[config.mk]
export PLATFORM = sky130hd
export DESIGN_NAME = css_unit_cell
export DESIGN_NICKNAME = d
export VERILOG_FILES = /design/src/rtl/css_pkg.sv /design/src/rtl/css_unit_cell.sv
export SDC_FILE = /design/constraint.sdc
export NUM_CORES = 1
export LEC_CHECK = 0
export BUFFER_PORTS_ARGS = -buffer_cell sky130_fd_sc_hd__buf_4
export CORE_MARGIN = 2
export CORE_UTILIZATION = 35
export CTS_BUF_LIST = sky130_fd_sc_hd__clkbuf_2
export DETAILED_ROUTE_END_ITERATION = 6
export SLEW_MARGIN = 10
export SYNTH_ARGS = -nofsm -noshare
export SYNTH_HDL_FRONTEND = slang
export SYNTH_SLANG_ARGS = --single-unit
[constraint.sdc]
create_clock -name clk -period 4.85 [get_ports clk]
set_clock_uncertainty 0.2 [all_clocks]
set_input_delay 0.97 -clock clk [delete_from_list [all_inputs] [get_ports clk]]
set_output_delay 0.97 -clock clk [all_outputs]
set_load 0.005 [all_outputs]
[src/rtl/css_pkg.sv]
// shared types, constants and calendar helpers for the cron schedule stepper
package css_pkg;

    // field widths
    localparam int YEAR_W   = 14;
    localparam int MONTH_W  = 4;
    localparam int DAY_W    = 5;
    localparam int HOUR_W   = 5;
    localparam int MINUTE_W = 6;
    localparam int OP_W     = 2;
    localparam int CFG_IDX_W  = 3;
    localparam int CFG_DATA_W = 60;

    // mask widths
    localparam int MINUTE_N = 60;
    localparam int HOUR_N   = 24;
    localparam int MDAY_N   = 31;
    localparam int MONTH_N  = 12;
    localparam int WDAY_N   = 7;

    localparam int SEARCH_LIMIT_DEF = 4096;

    // year bounds
    localparam logic [YEAR_W-1:0] YEAR_FIRST = 14'd1970;
    localparam logic [YEAR_W-1:0] YEAR_LAST  = 14'd9999;

    // pipeline depth of the calendar unit
    localparam int CAL_LAT = 4;

    // operation codes
    localparam logic [OP_W-1:0] OP_LOAD = 2'd0;
    localparam logic [OP_W-1:0] OP_NEXT = 2'd1;
    localparam logic [OP_W-1:0] OP_PREV = 2'd2;
    localparam logic [OP_W-1:0] OP_NONE = 2'd3;

    // configuration register indexes
    localparam logic [CFG_IDX_W-1:0] REG_MINUTE = 3'd0;
    localparam logic [CFG_IDX_W-1:0] REG_HOUR   = 3'd1;
    localparam logic [CFG_IDX_W-1:0] REG_MDAY   = 3'd2;
    localparam logic [CFG_IDX_W-1:0] REG_MONTH  = 3'd3;
    localparam logic [CFG_IDX_W-1:0] REG_WDAY   = 3'd4;

    // unit levels, year is the root
    localparam logic [2:0] LV_YEAR   = 3'd0;
    localparam logic [2:0] LV_MONTH  = 3'd1;
    localparam logic [2:0] LV_DAY    = 3'd2;
    localparam logic [2:0] LV_HOUR   = 3'd3;
    localparam logic [2:0] LV_MINUTE = 3'd4;

    // cell commands
    localparam logic [2:0] CELL_NOP     = 3'd0;
    localparam logic [2:0] CELL_LOAD    = 3'd1;
    localparam logic [2:0] CELL_SAVE    = 3'd2;
    localparam logic [2:0] CELL_SEEK    = 3'd3;
    localparam logic [2:0] CELL_EDGE    = 3'd4;
    localparam logic [2:0] CELL_RESTORE = 3'd5;

    typedef struct packed {
        logic [2:0] op;
        logic       fwd;
    } cell_ctl_t;

    typedef struct packed {
        logic found;
        logic nonempty;
    } cell_stat_t;

    // days in a valid month of a common year
    function automatic logic [5:0] month_len(input logic [MONTH_W-1:0] m);
        logic [5:0] r;
        unique case (m)
            4'd2:                      r = 6'd28;
            4'd4, 4'd6, 4'd9, 4'd11:   r = 6'd30;
            default:                   r = 6'd31;
        endcase
        return r;
    endfunction

    // weekday offset of day one for the month
    function automatic logic [2:0] wk_offset(input logic [MONTH_W-1:0] m);
        logic [2:0] r;
        unique case (m)
            4'd2:  r = 3'd3;
            4'd3:  r = 3'd2;
            4'd4:  r = 3'd5;
            4'd5:  r = 3'd0;
            4'd6:  r = 3'd3;
            4'd7:  r = 3'd5;
            4'd8:  r = 3'd1;
            4'd9:  r = 3'd4;
            4'd10: r = 3'd6;
            4'd11: r = 3'd2;
            4'd12: r = 3'd4;
            default: r = 3'd0;
        endcase
        return r;
    endfunction

endpackage

[src/rtl/css_unit_cell.sv]
// one calendar unit cell: value, saved copy, seek and edge selection
module css_unit_cell
    import css_pkg::*;
#(
    parameter int W = 6,
    parameter int N = 60,
    parameter int LO = 0,
    parameter int RESET_VAL = 0
)
(
    input  logic         clk,
    input  logic         rst_n,
    input  cell_ctl_t    ctl,
    input  logic [N-1:0] allowed,
    input  logic [W-1:0] load_value,
    output logic [W-1:0] value,
    output cell_stat_t   stat
);

    logic [W-1:0] value_reg, value_next;
    logic [W-1:0] save_reg, save_next;
    logic [W-1:0] seek_val, edge_val;
    logic         seek_hit;

    // next value above or last value below the current one
    always_comb
    begin
        seek_val = value_reg;
        seek_hit = 1'b0;
        if (ctl.fwd)
        begin
            for (int p = N - 1; p >= 0; p--)
            begin
                if (allowed[p] && (7'(p + LO) > 7'(value_reg)))
                begin
                    seek_val = W'(p + LO);
                    seek_hit = 1'b1;
                end
            end
        end
        else
        begin
            for (int p = 0; p < N; p++)
            begin
                if (allowed[p] && (7'(p + LO) < 7'(value_reg)))
                begin
                    seek_val = W'(p + LO);
                    seek_hit = 1'b1;
                end
            end
        end
    end

    // first allowed value going forward, last going back
    always_comb
    begin
        edge_val = value_reg;
        if (ctl.fwd)
        begin
            for (int p = N - 1; p >= 0; p--)
            begin
                if (allowed[p])
                begin
                    edge_val = W'(p + LO);
                end
            end
        end
        else
        begin
            for (int p = 0; p < N; p++)
            begin
                if (allowed[p])
                begin
                    edge_val = W'(p + LO);
                end
            end
        end
    end

    // command decode
    always_comb
    begin
        value_next = value_reg;
        save_next  = save_reg;
        unique case (ctl.op)
            CELL_LOAD:    value_next = load_value;
            CELL_SAVE:    save_next  = value_reg;
            CELL_SEEK:    value_next = seek_val;
            CELL_EDGE:    value_next = edge_val;
            CELL_RESTORE: value_next = save_reg;
            default:      value_next = value_reg;
        endcase
    end

    always_ff @(posedge clk or negedge rst_n)
    begin
        if (!rst_n)
        begin
            value_reg <= W'(RESET_VAL);
        end
        else
        begin
            value_reg <= value_next;
        end
    end

    always_ff @(posedge clk)
    begin
        save_reg <= save_next;
    end

    assign value         = value_reg;
    assign stat.found    = seek_hit;
    assign stat.nonempty = |allowed;

endmodule

==> results.ini, run 1 <==
[clocking]
holdBufCountCts=0
cts.sink_count=12
cts_post_setup_buffers_inserted=0
cts.clk_slew.worst_paths_ps=130
clockRootBuffer=clkbuf_2
h-tree-depth=1
tritoncts=built
ctsLongestPathBuffers=2
clock_latency_ps=270
ctsResizeCount=0
cts_buffers=3

[critical_path]
worst-r2r-setup-slack_ps=870
reg2reg_from=value[4]$_DFFE_PN0P_
crit_path_cell_trace=inv_1, o21ai_0, o2bb2ai_1, nor4_1, buf_4, nand4_1, o32ai_2, inv_1, buf_4
regToRegEndpoint=value[1]$_DFFE_PN0P_
timing.setup.critical_path_class=reg -> out
setup.worst_path.start_class=flop
cells_on_worst_reg2reg_path=10
timing.critical_path.slowest_stage_cell=dfrtp_2
crit_path_end_kind=output pin
critPathRequiredTime_ps=3680
worstPathMaxFanout=54
cp_data_arrival_time_ps=3360
crit_path_max_incr_delay_ps=1060

[global_routing]
first_global_vias=7020
overflow=0
initial_antenna_violation_count=0
wire_length_of_the_first_global_routing_pass_um=40700
grt_start_max_net_pins=55
track_usage=0.307

[placement]
number_of_placed_instances_with_taps_included=1129
count_of_port_buffers_added_during_placement=79
hpwl_um=21000
gp_congestion=1.06

[hold_path]
hp-class=in -> async

[floorplanning]
design.portCount=80
die_y_um=130
die_area_mm2=0.0169
design.core.area_mm2=0.0157
die-width_um=130
initial_util=0.354
num_rows=46

[synthesis]
synth_top_cells_by_count=88 x a21oi_1, 84 x o21ai_0, 80 x nor2_1, 79 x nand2_1, 52 x clkbuf_1
dominantRegCellSynth=edfxtp_1
synth_area_leaders=a21oi_1 7.9%, o21ai_0 7.6%, nor2_1 5.4%, nand2_1 5.3%, clkbuf_1 3.5%
syn_inst=899
synth_area_mm2=0.00556
synth_top_cell_area_share=0.0792
unique_masters_post_synth=82
synth_sequential_area_ratio=0.0594
avgSynthCellArea_um2=6.18
edff_count_synth=6
async_flop_share=0.500
ys_warn_count=0
syn_nets=971
yosysMostFrequentCell=a21oi_1
ys_ff_latch=12
netlist.top_cell.by_area=a21oi_1

[job]
maxCapViolCount=0

[sta]
fmax_mhz=221
setup_viol_count_final=0
worst-slew-pin-transition_ps=1040
number_of_max_slew_violations_in_the_final_report=0
fin_crit_sh=0.933
setup_total_negative_slack_ps=0
timing_hold_violations_final=0
maxSlewHeadroom=0.309
period_needed_ps=4530
setup_repair_after_global_routing_missed_its_margin=false

[routing]
routed_wire_length_per_instance_um=23.5
finalWirelength_um=26600
vias_per_cell=6.92
final_antenna_net_count=0
detail_route.first_pass.iterations=7
routed-via-count=7838
drc_errors=0
drt-initial-drc-count=1115

[power]
total_power_uw=1390
leakage_uw=0.00225
power_per_cell_area_mw_per_mm2=225
vdd_drop_max_v=0.000103

[cells_and_area]
filler_cell_count=1771
antenna-diode-count=0
layout.cells.non_filler=1133
drive_gt1_frac=0.153
syn2layout_area_growth_pct=11.1
final_nets=990

[status]
status=finished clean

-- report_power, final --
group / switching (uW) / total (uW) / leakage (uW) / internal [uW]
clock network: 35.7 / 53.6 / 0.0000140 / 17.9
registers: 106 / 226 / 0.000121 / 120
logic: 701 / 1110 / 0.00211 / 407
total: 843 / 1390 / 0.00225 / 544
-- final cells by class --
| type | instances | area, um2 | share of cell area |
|---|---|---|---|
| Multi-Input combinational cell | 758 | 4610 | 0.746 |
| Timing Repair Buffer | 108 | 811 | 0.131 |
| Sequential cell | 12 | 337 | 0.0545 |
| Tap cell | 216 | 270 | 0.0438 |
| Inverter | 35 | 131 | 0.0213 |
| Clock buffer | 3 | 15.0 | 0.00243 |
| Clock inverter | 1 | 3.75 | 0.000608 |
-- critical path: cells and delay by family (launching register included) --
kind | cells | cell delay, ps
and+or+nand+nor | 2 | 490
DFF | 1 | 1060
buffers and inverters | 4 | 570
AOI/OAI and AO/OA | 3 | 960
-- per-stage QoR --
step | utilization | worst slack, ps | hold WS (ps) | instance area, um2
floorplan | - | 1100 | 265 | 5560
global placement | 0.392 | 757 | 504 | 6150
detailed placement | 0.392 | 694 | 538 | 6150
CTS | 0.393 | 379 | 281 | 6170
global route | 0.393 | 108 | 263 | 6170
finish | 0.393 | 323 | 273 | 6170
-- metal layers --
metal  up-vias  GRT usage  routed length (um)
li1       3557          -                   -
met1      3635      0.423               11000
met2       563      0.475               11400
met3        83     0.0492                2920
met4         0      0.128                1300
met5         -          0                   0
-- cells by family after synthesis --
family	synth area share
AOI/OAI and AO/OA	0.504
and+or+nand+nor	0.323
buffers and inverters	0.112
DFF	0.0594
muxes	0.00180
-- layout by cell type (no fill, tap or decap), drive strengths merged, types with 8 or more instances in the layout --
cell type / netlist / routed
a211oi: 14 / 14
nand2: 79 / 79
nand2b: 12 / 12
and3: 8 / 8
nor2: 80 / 80
o21ai: 87 / 87
or4: 8 / 8
a31oi: 19 / 19
o31ai: 15 / 15
inv: 35 / 35
or2: 10 / 10
and2: 9 / 9
nand3: 35 / 35
buf: 42 / 108
nand4: 12 / 12
o211ai: 22 / 22
a21oi: 89 / 89
nor4: 25 / 25
o221ai: 8 / 8
o21bai: 9 / 9
o21a: 15 / 15
nor3: 29 / 29
nor2b: 13 / 13
a21o: 10 / 10
-- how the worst max path moves through the flow --
stage,startpoint,to,depth (start not counted)
floorplan,allowed[38],stat[1],8
global placement,value[0]$_DFFE_PN0P_,stat[1],9
detailed placement,value[0]$_DFFE_PN0P_,stat[1],9
CTS,value[0]$_DFFE_PN0P_,stat[1],9
global route,value[4]$_DFFE_PN0P_,stat[1],8
finish,value[4]$_DFFE_PN0P_,stat[1],9
Note: power is estimated with default switching activity, not from simulation.
==> inputs of run 2 (changes only) <==
--- a/config.mk
+++ b/config.mk
@@ -5,6 +5,7 @@
 export SDC_FILE = /design/constraint.sdc
 export NUM_CORES = 1
 export LEC_CHECK = 0
+export ABC_AREA = 1
 export BUFFER_PORTS_ARGS = -buffer_cell sky130_fd_sc_hd__buf_4
 export CORE_MARGIN = 2
 export CORE_UTILIZATION = 35
==> run 2 against run 1 <==
Against the previous run: worst setup slack gained 100 ps; first-iteration DRC count shrank 38%; flip-flop and latch count is the same; wire length shrank 31%; critical path type is now in -> reg.
==> results.ini, run 2 <==
[floorplanning]
design.portCount=80
initial_util=0.360
die-width_um=118
design.core.area_mm2=0.0127
num_rows=41
die_y_um=118
die_area_mm2=0.0140

[sta]
timing_hold_violations_final=0
setup_viol_count_final=0
worst-slew-pin-transition_ps=870
setup_repair_after_global_routing_missed_its_margin=true
number_of_max_slew_violations_in_the_final_report=0
maxSlewHeadroom=0.416
fin_crit_sh=0.913
period_needed_ps=4430
fmax_mhz=226

[cells_and_area]
leading_cell_type_in_the_layout_fill_and_taps_excluded=nand2_1
stdcell_area_mm2=0.00563
final_nets=1190
antenna-diode-count=0
syn2layout_area_growth_pct=23.4
mostFrequentLayoutCells=440 x nand2_1, 179 x inv_1, 144 x nor2_1
layout.cells.non_filler=1289
filler_cell_count=1493
drive_gt1_frac=0.135

[clocking]
cts_buffers=3
clockRootBuffer=clkbuf_2
cts.sink_count=12
clock_latency_ps=270
ctsLongestPathBuffers=2
holdBufCountCts=0
cts.clk_slew.worst_paths_ps=120
h-tree-depth=1
tritoncts=built

[synthesis]
netlist.top_cell.by_area=nand2_1
dominantRegCellSynth=edfxtp_1
synth_area_mm2=0.00456
edff_count_synth=6
avgSynthCellArea_um2=4.47
yosysMostFrequentCell=nand2_1
ys_warn_count=0
syn_nets=1093
syn_inst=1021
synth_area_leaders=nand2_1 37%, inv_1 15%, nor2_1 13%, a21oi_1 6.1%, edfxtp_1 3.9%
async_flop_share=0.500
ys_ff_latch=12
unique_masters_post_synth=38
synth_top_cell_area_share=0.367
synth_sequential_area_ratio=0.0724
synth_top_cells_by_count=446 x nand2_1, 180 x inv_1, 152 x nor2_1, 56 x a21oi_1, 35 x o21ai_0

[routing]
routed_wire_length_per_instance_um=14.1
drt-initial-drc-count=695
routed-via-count=6526
vias_per_cell=5.06
drc_errors=0
detail_route.first_pass.iterations=5
finalWirelength_um=18200
final_antenna_net_count=0

[critical_path]
crit_buf_inv=2
cp_common_cell=nand2_1
worstPathMaxFanout=3
crit_path_max_incr_delay_ps=140
crit_path_end_kind=flop
critPathRequiredTime_ps=4850
cp_data_arrival_time_ps=4430
critical-path-top-delay-family=simple AND/OR/NAND/NOR gates
setup.worst_path.start_class=input port
timing.setup.critical_path_class=in -> reg
timing.critical_path.slowest_stage_cell=buf_4

[power]
vdd_drop_max_v=0.0000668
power_per_cell_area_mw_per_mm2=207
leakage_uw=0.00330

[job]
maxCapViolCount=0

[global_routing]
overflow=0
first_global_vias=5945
grt_start_max_net_pins=14
track_usage=0.256
grt_util_met1=0.370
grt_most_used_layer=met2
met3_usage=0.0290
initial_antenna_violation_count=0
wire_length_of_the_first_global_routing_pass_um=29500
groute.layer.met2.usage=0.406

[placement]
gp_congestion=1.05
count_of_port_buffers_added_during_placement=79
number_of_placed_instances_with_taps_included=1277
placement_stage_cell_area_mm2=0.00543
hpwl_um=15900

[hold_path]
hp-class=in -> async

[status]
status=finished clean

==> run 2: final timing paths <==
| kind | start | to | slack (ps) | depth (start not counted) |
|---|---|---|---|---|
| max | allowed[2] | value[0]$_DFFE_PN0P_ | 420 | 63 |
| min reg2reg | value[4]$_DFFE_PN0P_ | save_reg[4]$_DFFE_PN_ | 400 | 0 |
| max in group asynchronous | rst_n | value[3]$_DFFE_PN0P_ | 4030 | 1 |
| min | rst_n | value[1]$_DFFE_PN0P_ | 280 | 1 |
| min in group clk | value[4]$_DFFE_PN0P_ | save_reg[4]$_DFFE_PN_ | 400 | 0 |
| max reg2reg | value[2]$_DFFE_PN0P_ | value[0]$_DFFE_PN0P_ | 450 | 64 |
==> run 2: power by group <==
group	switching, uW	total, uW	leakage, uW	internal, uW
clock	33.0	50.9	0.0000140	17.9
combinational	631	967	0.00317	335
sequential	24.5	145	0.000123	121
total	689	1160	0.00330	474
==> run 2: cells by family (layout without fill, tap and decap cells) <==
logic type      after synthesis  count (layout)  synth area share
simple gates                682             682             0.599
buf+inv                     195             291             0.164
compound gates              132             132             0.164
flops                        12              12            0.0724
==> run 2: area by class of cell <==
type | count | area (um2) | share of cell area
clock buffer | 3 | 15.0 | 0.00267
clock inverter | 1 | 3.75 | 0.000667
inverter | 185 | 697 | 0.124
multi-input combinational | 814 | 3580 | 0.635
sequential | 12 | 338 | 0.0600
tap | 172 | 215 | 0.0382
timing repair buffer | 102 | 783 | 0.139
==> run 2: repair_timing <==
action / 4_1_cts / 5_1_grt
resized for setup: 0 / 39
endpoints found under the setup margin: 0 / 2
buffers inserted: 0 / 8
==> run 2: per-stage QoR <==
step | TNS [ps] | util | worst slack, ps | total power (uW) | hold WS (ps)
after detailed placement | 0 | 0.428 | 100 | 1030 | 399
final | 0 | 0.444 | 423 | 1160 | 276
after global placement | 0 | 0.428 | 96.8 | 1040 | 399
after global routing | -214 | 0.444 | -214 | 1290 | 258
after floorplan | 0 | - | 759 | 748 | 265
after CTS | 0 | 0.430 | 206 | 1090 | 275
==> run 2: metal layers <==
| layer | share of wire | vias up |
|---|---|---|
| met5 | 0 | - |
| met4 | 0.023 | 0 |
| met3 | 0.096 | 27 |
| met2 | 0.43 | 302 |
| met1 | 0.46 | 2840 |
| li1 | - | 3357 |
