<file path="src/rtl/css_pkg.sv">
// shared types, constants and calendar helpers for the cron schedule stepper
package css_pkg;

    // field widths
    localparam int YEAR_W   = 14;
    localparam int MONTH_W  = 4;
    localparam int DAY_W    = 5;
    localparam int HOUR_W   = 5;
    localparam int MINUTE_W = 6;
    localparam int OP_W     = 2;
    localparam int CFG_IDX_W  = 3;
    localparam int CFG_DATA_W = 60;

    // mask widths
    localparam int MINUTE_N = 60;
    localparam int HOUR_N   = 24;
    localparam int MDAY_N   = 31;
    localparam int MONTH_N  = 12;
    localparam int WDAY_N   = 7;

    localparam int SEARCH_LIMIT_DEF = 4096;

    // year bounds
    localparam logic [YEAR_W-1:0] YEAR_FIRST = 14'd1970;
    localparam logic [YEAR_W-1:0] YEAR_LAST  = 14'd9999;

    // pipeline depth of the calendar unit
    localparam int CAL_LAT = 4;

    // operation codes
    localparam logic [OP_W-1:0] OP_LOAD = 2'd0;
    localparam logic [OP_W-1:0] OP_NEXT = 2'd1;
    localparam logic [OP_W-1:0] OP_PREV = 2'd2;
    localparam logic [OP_W-1:0] OP_NONE = 2'd3;

    // configuration register indexes
    localparam logic [CFG_IDX_W-1:0] REG_MINUTE = 3'd0;
    localparam logic [CFG_IDX_W-1:0] REG_HOUR   = 3'd1;
    localparam logic [CFG_IDX_W-1:0] REG_MDAY   = 3'd2;
    localparam logic [CFG_IDX_W-1:0] REG_MONTH  = 3'd3;
    localparam logic [CFG_IDX_W-1:0] REG_WDAY   = 3'd4;

    // unit levels, year is the root
    localparam logic [2:0] LV_YEAR   = 3'd0;
    localparam logic [2:0] LV_MONTH  = 3'd1;
    localparam logic [2:0] LV_DAY    = 3'd2;
    localparam logic [2:0] LV_HOUR   = 3'd3;
    localparam logic [2:0] LV_MINUTE = 3'd4;

    // cell commands
    localparam logic [2:0] CELL_NOP     = 3'd0;
    localparam logic [2:0] CELL_LOAD    = 3'd1;
    localparam logic [2:0] CELL_SAVE    = 3'd2;
    localparam logic [2:0] CELL_SEEK    = 3'd3;
    localparam logic [2:0] CELL_EDGE    = 3'd4;
    localparam logic [2:0] CELL_RESTORE = 3'd5;

    typedef struct packed {
        logic [2:0] op;
        logic       fwd;
    } cell_ctl_t;

    typedef struct packed {
        logic found;
        logic nonempty;
    } cell_stat_t;

    // days in a valid month of a common year
    function automatic logic [5:0] month_len(input logic [MONTH_W-1:0] m);
        logic [5:0] r;
        unique case (m)
            4'd2:                      r = 6'd28;
            4'd4, 4'd6, 4'd9, 4'd11:   r = 6'd30;
            default:                   r = 6'd31;
        endcase
        return r;
    endfunction

    // weekday offset of day one for the month
    function automatic logic [2:0] wk_offset(input logic [MONTH_W-1:0] m);
        logic [2:0] r;
        unique case (m)
            4'd2:  r = 3'd3;
            4'd3:  r = 3'd2;
            4'd4:  r = 3'd5;
            4'd5:  r = 3'd0;
            4'd6:  r = 3'd3;
            4'd7:  r = 3'd5;
            4'd8:  r = 3'd1;
            4'd9:  r = 3'd4;
            4'd10: r = 3'd6;
            4'd11: r = 3'd2;
            4'd12: r = 3'd4;
            default: r = 3'd0;
        endcase
        return r;
    endfunction

endpackage

</file>
<file path="src/rtl/css_calendar.sv">
// pipelined month length and weekday unit, and allowed day set
module css_calendar
    import css_pkg::*;
(
    input  logic                clk,
    input  logic [YEAR_W-1:0]   year,
    input  logic [MONTH_W-1:0]  month,
    input  logic [MDAY_N-1:0]   mday_mask,
    input  logic [WDAY_N-1:0]   wday_mask,
    output logic [MDAY_N-1:0]   day_set
);

    // stage one: shifted year and reciprocal products for /100
    logic [14:0] yy1_reg, yy1_next;
    logic [YEAR_W-1:0] y1_reg;
    logic [MONTH_W-1:0] m1_reg;
    logic [23:0] pa1_reg;
    logic [22:0] pb1_reg;

    // stage two to four
    logic [15:0] sum2_reg, sum2_next, sum3_reg;
    logic [5:0]  dim2_reg, dim2_next, dim3_reg, dim4_reg;
    logic [31:0] p7_3_reg;
    logic [2:0]  w4_reg, w4_next;

    logic [8:0]  q100, q400;
    logic [7:0]  qy;
    logic [YEAR_W-1:0] r100;
    logic        leap, mvalid;
    logic [14:0] q7;
    logic [15:0] rem7;

    always_comb
    begin
        yy1_next = 15'({1'b0, year}) + 15'd400 - ((month < 4'd3) ? 15'd1 : 15'd0);
    end

    always_ff @(posedge clk)
    begin
        yy1_reg <= yy1_next;
        y1_reg  <= year;
        m1_reg  <= month;
        pa1_reg <= 24'(yy1_next[14:2]) * 24'd1311;
        pb1_reg <= 23'(year[13:2]) * 23'd1311;
    end

    // stage two: weekday sum and month length
    always_comb
    begin
        q100   = 9'(pa1_reg[23:15]);
        q400   = q100 >> 2;
        qy     = pb1_reg[22:15];
        r100   = y1_reg - 14'(qy * 14'd100);
        leap   = (y1_reg[1:0] == 2'd0) && ((r100 != '0) || (qy[1:0] == 2'd0));
        mvalid = (m1_reg >= 4'd1) && (m1_reg <= 4'd12);
        sum2_next = 16'(yy1_reg) + 16'(yy1_reg[14:2]) - 16'(q100) + 16'(q400)
                    + 16'(wk_offset(m1_reg)) + 16'd1;
        if (!mvalid)
        begin
            dim2_next = 6'd0;
        end
        else if (m1_reg == 4'd2 && leap)
        begin
            dim2_next = 6'd29;
        end
        else
        begin
            dim2_next = month_len(m1_reg);
        end
    end

    always_ff @(posedge clk)
    begin
        sum2_reg <= sum2_next;
        dim2_reg <= dim2_next;
    end

    // stage three: reciprocal product for mod 7
    always_ff @(posedge clk)
    begin
        p7_3_reg <= 32'(sum2_reg) * 32'd18725;
        sum3_reg <= sum2_reg;
        dim3_reg <= dim2_reg;
    end

    // stage four: weekday of day one
    always_comb
    begin
        q7   = p7_3_reg[31:17];
        rem7 = sum3_reg - 16'(16'(q7) * 16'd7);
        w4_next = rem7[2:0];
    end

    always_ff @(posedge clk)
    begin
        w4_reg   <= w4_next;
        dim4_reg <= dim3_reg;
    end

    // allowed days under cron rules
    logic [WDAY_N-1:0] rot;
    logic [MDAY_N-1:0] lim, md, wd;
    logic [3:0]        ws;
    logic              mfull, wfull;

    always_comb
    begin
        for (int k = 0; k < WDAY_N; k++)
        begin
            ws = 4'(w4_reg) + 4'(k);
            if (ws >= 4'd7)
            begin
                ws = ws - 4'd7;
            end
            rot[k] = wday_mask[ws[2:0]];
        end
        for (int d = 0; d < MDAY_N; d++)
        begin
            lim[d] = (6'(d) < dim4_reg);
            wd[d]  = rot[d % WDAY_N] & lim[d];
        end
        md    = mday_mask & lim;
        mfull = &mday_mask;
        wfull = &wday_mask;
        if (mfull && !wfull)
        begin
            day_set = wd;
        end
        else if (!mfull && !wfull)
        begin
            day_set = md | wd;
        end
        else
        begin
            day_set = md;
        end
    end

endmodule

</file>
<file path="config.mk">
export PLATFORM = sky130hd
export DESIGN_NAME = css_calendar
export DESIGN_NICKNAME = d
export VERILOG_FILES = /design/src/rtl/css_pkg.sv /design/src/rtl/css_calendar.sv
export SDC_FILE = /design/constraint.sdc
export NUM_CORES = 1
export LEC_CHECK = 0
export ABC_AREA = 1
export BUFFER_PORTS_ARGS = -buffer_cell sky130_fd_sc_hd__buf_2
export CAP_MARGIN = 20
export CORE_UTILIZATION = 31
export CTS_CLUSTER_SIZE = 30
export DETAILED_ROUTE_END_ITERATION = 8
export PLACE_DENSITY_LB_ADDON = 0.15
export SETUP_SLACK_MARGIN = 0.15
export SKIP_CTS_REPAIR_TIMING = 1
export SLEW_MARGIN = 0
export SYNTH_ARGS = -nofsm -noshare
export SYNTH_HDL_FRONTEND = slang
export SYNTH_SLANG_ARGS = --single-unit
</file>
<file path="constraint.sdc">
create_clock -name clk -period 13.1 [get_ports clk]
set_input_delay 0.655 -clock clk [delete_from_list [all_inputs] [get_ports clk]]
set_output_delay 0.655 -clock clk [all_outputs]
set_load 0.03 [all_outputs]
</file>
==> reports/results.tsv, run 1 <==
metric	value	unit
ios	88	
routed-via-count	11600	
timing_max_transition_violations_final	0	
row_count	79	
grt_first_pass_wirelength	59900	um
drv_cap	0	
use_met2	25.9	%
cp.required	13330	ps
clock.fmax	139	MHz
met3_usage	1.70	%
synth_area_leaders	ha_1, fa_1, dfxtp_1	
max_slew_margin	31.1	%
detailed_place_hpwl	30500	um
netlist_area	0.0149	mm^2
drc	0	
seq_area_frac_synth	11.7	%
grt_antenna_before_repair	2	
status	finished, final reports clean	
grt_usage	15.0	%
arrival	7410	ps
finalCriticalPeriod	7180	ps
worstSetupPathType	input pin to flop	
cts_tree	done	
area_delta_synth_final	10.1	%
async_flop_share	0	%
clock_latency	350	ps
yosysUniqueCellTypes	48	
wire_per_inst	13.8	um
yosys.area.top_type_share	30.0	%
worstSetupEndpointType	flop	
tightest_slew	1030	ps
initial_core_util	31.7	%
drtIter0Drc	462	
nNetsFinal	2465	
root_buffer	clkbuf_16	
io_buffers	87	
busiest_layer	met2	
antenna_left	0	
post-route-period-util	54.8	%
path_max_fanout	5	
largest_reg_flops	16	
clkTransAtPathRegs	70	ps
core_area	0.0470	mm^2
synth_area_leader_cell	ha_1	
final_hold_viol_count	0	
synth-seq-cells	87	
die_h	221	um
synth-edff-count	0	
gp_congestion	0.848	
crit_top_cell	inv_1	
critPathLaunchType	input pin	
synth_ff_type	dfxtp_1	
cts-buffers-inserted	9	
synthCells	1811	
skew	9.22	ps
wirelength	34900	um
grtUsageMet1	19.8	%
clkSinkCount	87	
min_path_type	flop to flop	
grt_max_degree	24	
rsz0062_at_grt	no	
die-area	0.0490	mm^2
critPathMaxStageDelay	530	ps
yosys_warnings	0	
grt_pass1_vias	12200	
syn_nets	2367	
setup_tns	0	ps
h-tree-depth	3	
viasPerCell	4.59	
crit_path_top_delay_cell	fa_1	
overflow	0	
drive_gt1_share	7.26	%
finalSetupViolations	0	
die_x	221	um
cts_buffer_depth	2	
synth_area_per_cell	8.23	um^2
dr.pass1.iters	5	
==> cell type report <==
cell class                 instances  area (um^2)
timing repair buffer              90          458
tap                              607          759
clock inverter                     5         81.3
inverter                         407         1530
sequential                        87         1740
fill                            4946        30500
multi-input combinational       1314        11600
antenna                            1         2.50
clock buffer                      11          233
==> synthesized netlist by cell type, types with 3 or more instances <==
cell      instances
inv_1           400
ha_1            357
nand2_1         280
fa_1            142
a21oi_1          90
nor2_1           88
dfxtp_1          87
nand3_1          70
o21ai_0          60
xor2_1           58
nand4_1          31
xnor2_1          22
nor3_1           15
o21ai_1          13
o211ai_1         12
a21o_1           11
o21bai_1          8
inv_2             7
nand2_2           6
nand3_2           4
nand3b_1          4
nor4_1            4
o21a_1            4
o31ai_1           4
a31oi_1           3
o221ai_1          3
==> cells in the final DEF, fill, tap and decap left out, types with 6 or more instances in the layout <==
cell / instances
a21o_1: 11
a21oi_1: 90
buf_2: 87
clkbuf_16: 9
dfxtp_1: 87
fa_1: 142
ha_1: 357
inv_1: 400
inv_2: 7
nand2_1: 280
nand2_2: 6
nand3_1: 70
nand4_1: 31
nor2_1: 88
nor3_1: 15
o211ai_1: 12
o21ai_0: 60
o21ai_1: 13
o21bai_1: 8
xnor2_1: 22
xor2_1: 57
==> path summary, 6_finish.rpt <==
| check | start | endpoint | slack (ps) | depth (start not counted) |
|---|---|---|---|---|
| max reg2reg | sum2_reg[10]$_DFF_P_ | p7_3_reg[19]$_DFF_P_ | 8780 | 14 |
| min reg2reg | dim3_reg[1]$_DFF_P_ | dim4_reg[1]$_DFF_P_ | 320 | 0 |
| min | dim3_reg[1]$_DFF_P_ | dim4_reg[1]$_DFF_P_ | 320 | 0 |
| max | month[0] | pa1_reg[19]$_DFF_P_ | 5920 | 31 |
==> per-layer routing <==
layer / share of wire, % / wire, um
met1: 49 / 17000
met2: 47 / 16400
met3: 2.7 / 930
met4: 1.5 / 510
met5: 0.066 / 23
==> critical path: cells and delay by family <==
kind / cells / cell delay [ps]
adders and majority gates: 10 / 3660
AOI/OAI and AO/OA: 3 / 440
and+or+nand+nor: 9 / 1390
xor gates and xnor gates: 2 / 610
buffers and inverters: 7 / 650
==> metrics by stage <==
step | setup slack (ps) | hold slack [ps] | std cells | utilization, % | cell area (um^2)
global route | 5320 | 325 | 2521 | 35.0 | 16400
detailed placement | 5520 | 313 | 2505 | 34.3 | 16100
finish | 5920 | 320 | 2522 | 35.0 | 16400
floorplan | 6440 | 310 | 1811 | - | 14900
CTS | 5870 | 319 | 2521 | 35.0 | 16400
global placement | 5540 | 313 | 2505 | 34.3 | 16100
==> cell families (layout without fill, tap and decap cells) <==
kind of cell	Yosys count	in the layout	synth area share, %
compound gates	222	222	8.70
xor+xnor	83	83	5.25
fa+ha+maj	499	499	49.0
buf+inv	410	513	10.5
flops	87	87	11.7
other cells	0	1	0
simple gates	510	510	14.8
Power of run 1 is left out: the tool's default activity adds up to more than one toggle a clock period on the data nets, which glitch-free logic cannot reach.
==> run 2: changes to the inputs <==
==> constraint.sdc (replaced) <==
create_clock -name clk -period 6.8 [get_ports clk]
set_input_delay 0.34 -clock clk [delete_from_list [all_inputs] [get_ports clk]]
set_output_delay 0.34 -clock clk [all_outputs]
set_load 0.03 [all_outputs]
==> run 2 against run 1 <==
Final area rose by 0.93%. Sequential share of layout area fell by 0.098 points. Sequential cell count did not move. Via count rose by 0.49%. Final cell count rose by 0.63%. Critical path depth did not move. Die area did not move. Critical path type unchanged. Worst hold slack got worse by 140 ps.
==> reports/results.tsv, run 2 (same netlist as run 1, synthesis figures left out) <==
metric	value	unit	change
status	finished, final reports clean		
r2r_cells	14		unchanged
grt_usage	15.0	%	+0.076 points
cts_buffer_depth	2		unchanged
drc	0		unchanged
cp_top_family	adder cells		
h-tree-depth	3		unchanged
clock_latency	340	ps	about the same
crit_path_top_delay_cell	fa_1		
fin_cells	2538		+0.63%
die_h	221	um	unchanged
drv_cap	0		unchanged
overflow	0		unchanged
clkSinkCount	87		unchanged
critPathMaxStageDelay	530	ps	about the same
crit_buf_inv	7		unchanged
hold_path_depth	1		+1
clkTransAtPathRegs	70	ps	about the same
antenna_left	0		unchanged
cp.required	7070	ps	-6260 ps
worstSetupPathType	input pin to flop		
die-area	0.0490	mm^2	unchanged
final_common_cell	inv_1		
r2r_slack	2460	ps	-6320 ps
largest_reg_flops	16		unchanged
clock.fmax	160	MHz	
min_path_type	input pin to flop		
ios	88		unchanged
grt_antenna_before_repair	1		-1
finalSetupViolations	0		unchanged
tightest_slew	1030	ps	-2.71 ps
area_delta_synth_final	11.1	%	
cts-buffers-inserted	9		unchanged
dr.pass1.iters	5		unchanged
r2r-start	sum2_reg[10]$_DFF_P_		
root_buffer	clkbuf_16		
core_area	0.0470	mm^2	unchanged
grt_max_degree	24		unchanged
nNetsFinal	2482		+0.69%
grt_pass1_vias	12300		+0.34%
setup_tns	0	ps	unchanged
insertedDiodeCount	0		-1
post-route-period-util	91.7	%	
gp_congestion	0.817		-3.7%
wire_per_inst	13.9	um	+0.11%
fillers	4960		+0.28%
fin_util	35.3	%	+0.33 points
reg2reg_to	p7_3_reg[19]$_DFF_P_		
critPathLaunchType	input pin		
crit_top_cell	inv_1		
holdWs	178	ps	-141 ps
final_cell_mix	inv_1, ha_1, nand2_1, fa_1, a21oi_1		
wirelength	35200	um	+0.74%
initial_core_util	31.7	%	unchanged
drive_gt1_share	8.23	%	+0.97 points
drtIter0Drc	449		-2.8%
die_x	221	um	unchanged
timing_max_transition_violations_final	0		unchanged
io_buffers	87		unchanged
worstSetupEndpointType	flop		
finalCriticalPeriod	6240	ps	
row_count	79		unchanged
arrival	6510	ps	-900 ps
skew	10.0	ps	+0.808 ps
grt_first_pass_wirelength	60400	um	+0.86%
viasPerCell	4.59		-0.14%
dp_cells	2521		+0.64%
path_max_fanout	3		-2
cts_tree	done		
routed-via-count	11600		+0.49%
rsz0062_at_grt	no		
hold_path_end	y1_reg[0]$_DFF_P_		
hold_start	year[0]		
max_slew_margin	31.3	%	+0.18 points
detailed_place_hpwl	30900	um	+1.4%
final_hold_viol_count	0		unchanged
## run 2: changes by cell type in the layout (fill, tap and decap cells not counted)
cell	before	now
buf_4	3	20
clkbuf_1	2	1
clkbuf_8	0	1
clkinv_2	1	2
clkinvlp_4	1	0
diode_2	1	0
nor3_1	15	14
nor3_2	1	2
nor4_1	4	3
nor4_4	1	2
## run 2: how the worst max path moves through the flow
stage	from	end	cells past startpoint
2_1_floorplan	month[0]	pa1_reg[19]$_DFF_P_	30
3_3_place_gp	month[0]	pa1_reg[19]$_DFF_P_	31
3_5_place_dp	month[0]	pa1_reg[19]$_DFF_P_	31
4_1_cts	month[0]	pa1_reg[19]$_DFF_P_	31
5_1_grt	month[0]	pa1_reg[19]$_DFF_P_	31
6_report	month[0]	pa1_reg[19]$_DFF_P_	31
## run 2: final cells by class
class | instances | area, um^2 | share of cell area (%)
tap | 607 | 759 | 4.58
sequential | 87 | 1740 | 10.5
inverter | 407 | 1530 | 9.22
clock inverter | 5 | 78.8 | 0.476
clock buffer | 11 | 243 | 1.47
timing repair buffer | 107 | 586 | 3.53
multi-input combinational | 1314 | 11600 | 70.2
## run 2: worst reg2reg max path: cells and delay by family, from the launching register on
kind,cells,cell delay (ps)
adder cells (fa/ha/maj),7,2710
AO/OA/AOI/OAI,3,640
XOR/XNOR,1,170
AND/OR/NAND/NOR,1,130
flip-flops,1,470
buffers and inverters,2,110
## run 2: per-layer routing
metal / global-route usage [%] / part of all wire (%)
met1: 19.9 / 49
met2: 26.4 / 47
met3: 1.43 / 2.7
met4: 3.29 / 1.3
met5: 0 / 0.026
## run 2: metrics by stage
step | setup WS [ps] | cell area (um^2)
global placement | 19.6 | 16200
finish | 564 | 16600
CTS | 276 | 16500
detailed placement | -67.7 | 16200
floorplan | 452 | 14900
global route | 185 | 16600
Power of run 2 is left out for the same reason.
